[config.mk]
export PLATFORM = sky130hd
export DESIGN_NAME = hvt_cfg
export DESIGN_NICKNAME = d
export VERILOG_FILES = /design/src/hvt_pkg.sv /design/src/hvt_cfg.sv
export SDC_FILE = /design/constraint.sdc
export NUM_CORES = 1
export LEC_CHECK = 0
export ABC_AREA = 1
export BUFFER_PORTS_ARGS = -buffer_cell sky130_fd_sc_hd__buf_2
export CAP_MARGIN = 40
export CORE_AREA = 2 2 224 226
export DETAILED_ROUTE_END_ITERATION = 10
export DIE_AREA = 0 0 226 228
export PLACE_DENSITY = 0.61
export SLEW_MARGIN = 20
export SYNTH_ARGS = -nofsm -noshare
export SYNTH_HDL_FRONTEND = slang
export SYNTH_SLANG_ARGS = --single-unit
[constraint.sdc]
create_clock -name clk -period 2 [get_ports clk]
set_clock_uncertainty 0.15 [all_clocks]
set_input_delay 0.4 -clock clk [delete_from_list [all_inputs] [get_ports clk]]
set_output_delay 0.4 -clock clk [all_outputs]
set_load 0.01 [all_outputs]
[src/hvt_pkg.sv]
package hvt_pkg;

  localparam int MAT_W     = 32;  // matrix entry width
  localparam int FIELD_W   = 32;  // coordinate port width
  localparam int CFG_W     = 64;  // configuration register width
  localparam int CFG_IDX_W = 4;   // configuration index port width
  localparam int NUM_REGS  = 8;
  localparam int REG_IDX_W = $clog2(NUM_REGS);

  // Register indexes
  localparam logic [CFG_IDX_W-1:0] REG_ROW0_C01 = CFG_IDX_W'(0);
  localparam logic [CFG_IDX_W-1:0] REG_ROW0_C23 = CFG_IDX_W'(1);
  localparam logic [CFG_IDX_W-1:0] REG_ROW1_C01 = CFG_IDX_W'(2);
  localparam logic [CFG_IDX_W-1:0] REG_ROW1_C23 = CFG_IDX_W'(3);
  localparam logic [CFG_IDX_W-1:0] REG_ROW2_C01 = CFG_IDX_W'(4);
  localparam logic [CFG_IDX_W-1:0] REG_ROW2_C23 = CFG_IDX_W'(5);
  localparam logic [CFG_IDX_W-1:0] REG_ROW3_C01 = CFG_IDX_W'(6);
  localparam logic [CFG_IDX_W-1:0] REG_ROW3_C23 = CFG_IDX_W'(7);

  // mat[row][col]
  typedef logic [3:0][3:0][MAT_W-1:0] mat_t;

endpackage

[src/hvt_cfg.sv]
module hvt_cfg import hvt_pkg::*; #(
  parameter int FRAC_BITS = 16
) (
  input  logic                 clk,
  input  logic                 rst_n,
  input  logic                 cfg_we,
  input  logic [CFG_IDX_W-1:0] cfg_addr,
  input  logic [CFG_W-1:0]     cfg_wdata,
  output mat_t                 mat
);

  localparam logic [CFG_W-1:0] ONE_LO = CFG_W'(1) << FRAC_BITS;
  localparam logic [CFG_W-1:0] ONE_HI = ONE_LO << MAT_W;

  // identity matrix, highest register first
  localparam logic [NUM_REGS-1:0][CFG_W-1:0] REGS_RST = {
    ONE_HI, {CFG_W{1'b0}}, ONE_LO, {CFG_W{1'b0}},
    {CFG_W{1'b0}}, ONE_HI, {CFG_W{1'b0}}, ONE_LO
  };

  logic [NUM_REGS-1:0][CFG_W-1:0] regs_r;

  always_ff @(posedge clk) begin
    if (!rst_n) begin
      regs_r <= REGS_RST;
    end else if (cfg_we && (cfg_addr <= REG_ROW3_C23)) begin
      regs_r[cfg_addr[REG_IDX_W-1:0]] <= cfg_wdata;
    end
  end

  // even column in the low half, odd column in the high half
  always_comb begin
    for (int r = 0; r < 4; r++) begin
      for (int c = 0; c < 4; c++) begin
        mat[r][c] = regs_r[r*2 + c/2][(c%2)*MAT_W +: MAT_W];
      end
    end
  end

endmodule

After elaboration in Yosys (flattened, before gate mapping)
Index checks and enable logic that the tools add are counted.
{"block": "classes", "addsub": 0, "multipliers": 0, "div": 0, "n_lt_le_gt_ge": 3, "eq_ne": 0, "shifts": 0, "mux": 3, "n_bitwise": 0, "n_reduce_logical": 2}
{"cell": "$bwmux 512", "n": 1}
{"cell": "$demux 64 s3", "n": 1}
{"cell": "$mux 64", "n": 1}
{"cell": "$le 4x3->1 const B", "n": 1}
{"cell": "$lt 3x4->1 const B", "n": 1}
{"cell": "$ge 3x1->1 const B", "n": 1}
{"cell": "$logic_and 1x1->1", "n": 2}
{"block": "word_totals", "register_bits": 512, "latchBits": 0, "mem_bits_rw": 0, "romBits": 0, "in_bits": 71, "out_inout_bits": 512, "word_cells": 16, "mem_count": 0}

Depth between registers and ports, before layout
{"block": "logic_depth", "word_depth": 5, "mapped_depth": 8, "depth_no_buf": 6}

Least setup slack after synthesis
Ideal clock, no wire load.
{"block": "synth_timing", "kind": "in2reg", "startpoint": "in cfg_addr[3]", "endpoint": "reg regs_r, in the netlist mat[34]", "setup_ns": 0.113, "arrival_ns": 1.356, "setup_slack_ns": 0.381, "stages": 8, "cell_sequence": "inv_1 nand2_1 nor2_2 buf_2 buf_2 nand3_1 nand2_1 nor2_1"}
{"block": "synth_via", "elab_chain_len": 2}
{"item": "start: declaration", "line_no": "hvt_cfg.sv:7", "rtl": "input logic [CFG_IDX_W-1:0] cfg_addr,"}
{"item": "$le 4x3->1", "line_no": "hvt_cfg.sv:26", "rtl": "end else if (cfg_we && (cfg_addr <= REG_ROW3_C23)) begin"}
{"item": "$logic_and 1x1->1", "line_no": "hvt_cfg.sv:26"}
{"item": "end signal: indexed assignment", "line_no": "hvt_cfg.sv:27", "rtl": "regs_r[cfg_addr[REG_IDX_W-1:0]] <= cfg_wdata;"}
{"item": "end: declaration", "line_no": "hvt_cfg.sv:21", "rtl": "logic [NUM_REGS-1:0][CFG_W-1:0] regs_r;"}
No other way between the ends.
A chain may end at the register's enable or synchronous reset.

Final worst setup path
{"block": "layout_timing", "startpoint": "reg regs_r, in the netlist mat[511]", "endpoint": "out mat[511] (netlist name)"}
{"item": "end: declaration", "line_no": "hvt_cfg.sv:9", "rtl": "output mat_t mat"}
No word-level cell between the ends.

==> results.sh <==
export IMPL_maxSlewViolCount=0
export IMPL_dieArea_um2=51500
export IMPL_antenna_found_initial=3
export IMPL_numPortBuffers=582
export IMPL_drt_pass1_iterations=6
export IMPL_gp_congestion=0.846
export IMPL_rsz0062_at_grt="false"
export IMPL_synth_area_um2=19500
export IMPL_avgSynthCellArea_um2=6.88
export IMPL_slowest_delay_ns=0.41
export IMPL_critPathArrivalTime_ns=1.17
export IMPL_dpl_instance_area_um2=23500
export IMPL_nNetsFinal=3427
export IMPL_hold_path_class="input port to flip-flop"
export IMPL_endpoint_kind="output port"
export IMPL_cts_root_buffer="clkbuf_16"
export IMPL_clk_pin_slew_ns=0.06
export IMPL_critPathTopFamily="flip-flops"
export IMPL_chipWidth_um=226
export IMPL_p_seq_share_pct=45.8
export IMPL_crit_required_ns=1.45
export IMPL_swShare_pct=24.1
export IMPL_stdcell_count=4075
export IMPL_r2r_start="mat[511]"
export IMPL_avgViaCountPerCell=4.79
export IMPL_cp_depth=1
export IMPL_cts_setup_buffers=0
export IMPL_setup_tns_ns=0
export IMPL_critPathCapture="mat[511]"
export IMPL_synth_ff_latch_count=512
export IMPL_power_internal_w=0.0175
export IMPL_p_per_area_nw_per_um2=907
export IMPL_cts_buffers=55
export IMPL_syn_inst=2831
export IMPL_grt_max_degree=74
export IMPL_worstMarginPinSlew_ns=0.527
export IMPL_syn_to_final_growth_pct=30.6
export IMPL_slowest_stage="dfxtp_1"
export IMPL_cts_tree="built"
export IMPL_place_inst=3969
export IMPL_p_clk_share_pct=46.1
export IMPL_postRouteAntennaNets=0
export IMPL_slew_headroom_pct=64.8
export IMPL_status="completed"
export IMPL_drc=0
export IMPL_cts_max_level=2
export IMPL_fmax_mhz=580
export IMPL_max_cap_violations=0
export IMPL_grt_pass1_vias=18000
export IMPL_stdcell_area_um2=25400
export IMPL_r2r_end="mat[511]"
export IMPL_drive_gt1_share_pct=22.2
export IMPL_finalSetupViolCount=0
export IMPL_largest_register_ffs=512
export IMPL_drt_iter0_drc=1313
export IMPL_p_comb_share_pct=8.1
export IMPL_synth_seq_area_share_pct=52.7
export IMPL_ir_drop_mv=0.772
export IMPL_groute_usage_overall_pct=26.3
export IMPL_yosysWarnings=0
export IMPL_clkSinkCount=512
export IMPL_r2r_cells=2
export IMPL_clock_latency_ns=0.60
export IMPL_path_class="flip-flop to output port"
export IMPL_dp_hpwl_mm=47.6
export IMPL_cp_start_kind="flip-flop"
export IMPL_avgRoutedWirePerCell_um=17.1
export IMPL_design_core_area_um2=49300
export IMPL_rrSetupSlack_ns=1.21
export IMPL_row_count=82
export IMPL_vias=19500
export IMPL_die_h_um=228
export IMPL_ctsLongestPathBuffers=3
export IMPL_path_cells="buf_2"
export IMPL_whs_ns=0.0645
export IMPL_grt_pass1_wl_mm=105
export IMPL_overflow=0
export IMPL_crit_buf_inv=1
export IMPL_drt_wl_total_mm=69.7
export IMPL_syn_nets=2902
export IMPL_power_switching_w=0.00557
export IMPL_cp_max_fo=2
export IMPL_cellLeakagePower_nw=12.4
export IMPL_ios=583
export IMPL_synth_distinct_cells=14
export IMPL_final_period_utilization_pct=86.1
export IMPL_finalHoldViolCount=0
export IMPL_timing_final_crit_period_ns=1.72
export IMPL_startpoint="mat[511]"
export IMPL_initial_core_util_pct=39.4
## power by group through the flow
stage,clock network (W),registers [W],logic [W]
floorplan,0,0.0109,0.000961
global route,0.0112,0.0106,0.00206
finish,0.0106,0.0105,0.00187
global placement,0,0.0108,0.00184
detailed placement,0,0.0108,0.00187
CTS,0.0108,0.0105,0.00188
## stage by stage
step / total power, W / setup slack [ns] / util, %
6_report: 0.0231 / 0.277 / 51.5
5_1_grt: 0.0239 / 0.223 / 51.5
4_1_cts: 0.0233 / 0.242 / 51.5
3_5_place_dp: 0.0126 / 0.0780 / 47.6
3_3_place_gp: 0.0126 / 0.103 / 47.6
2_1_floorplan: 0.0118 / 0.381 / -
## synthesized netlist by cell type, drive strengths merged
cell,n,area (µm²)
nor2,1026,3900
inv,72,270
nand2,771,2890
buf,115,552
o21ai,4,20.0
nand3,260,1310
dfxtp,512,10200
clkbuf,71,267
## repair_timing
action | in CTS | in global routing
endpoints found under the hold margin | 4 | 0
hold buffers | 2 | 0
gates resized for setup | 0 | 0
## layout make-up
class                   instances  area [µm²]
clock inverters                15         204
inverters                      72         270
clock buffers                  87        1700
flip-flops and latches        512       10200
repair buffers                654        4010
multi-input cells            2061        8150
diodes                          2        5.00
fillers                      4852       23900
well taps                     672         841
## worst min path at each step
| stage | start | to | slack [ns] | depth (start not counted) |
|---|---|---|---|---|
| global route | rst_n | mat[240] | 0.07 | 3 |
| floorplan | mat[496] | mat[496] | 0.35 | 2 |
| finish | rst_n | mat[490] | 0.06 | 3 |
| CTS | rst_n | mat[499] | 0.04 | 3 |
| global placement | mat[50] | mat[50] | 0.31 | 2 |
| detailed placement | mat[254] | mat[254] | 0.32 | 2 |
## kinds of logic (layout without fill, tap and decap cells)
kind of cell / Yosys count / after routing / synth area share (%)
other cells: 0 / 2 / 0
flops: 512 / 512 / 52.7
buf+inv: 258 / 828 / 5.59
compound gates: 4 / 4 / 0.103
simple gates: 2057 / 2057 / 41.6
## layout by cell type (no fill, tap or decap)
master | synthesis | routed
buf_12 | 0 | 43
buf_2 | 84 | 581
buf_4 | 4 | 27
buf_8 | 0 | 1
bufinv_16 | 0 | 5
clkbuf_1 | 71 | 14
clkbuf_16 | 0 | 57
clkbuf_8 | 0 | 16
clkinv_2 | 0 | 9
dfxtp_1 | 512 | 512
diode_2 | 0 | 2
dlygate4sd3_1 | 0 | 2
inv_1 | 68 | 68
inv_2 | 4 | 4
inv_6 | 0 | 1
nand2_1 | 771 | 771
nand3_1 | 258 | 258
nand3_2 | 2 | 2
nor2_1 | 1018 | 1016
nor2_4 | 6 | 10
o21ai_0 | 4 | 4
## layer usage
| layer | vias up | part of all wire (%) | global-route usage [%] |
|---|---|---|---|
| met2 | 719 | 47 | 43.5 |
| li1 | 9661 | - | - |
| met4 | 2 | 3.9 | 10.6 |
| met5 | - | 0.010 | 0 |
| met3 | 145 | 7.6 | 6.34 |
| met1 | 9008 | 41 | 32.7 |
No activity file was read; power rests on OpenSTA's default activity.
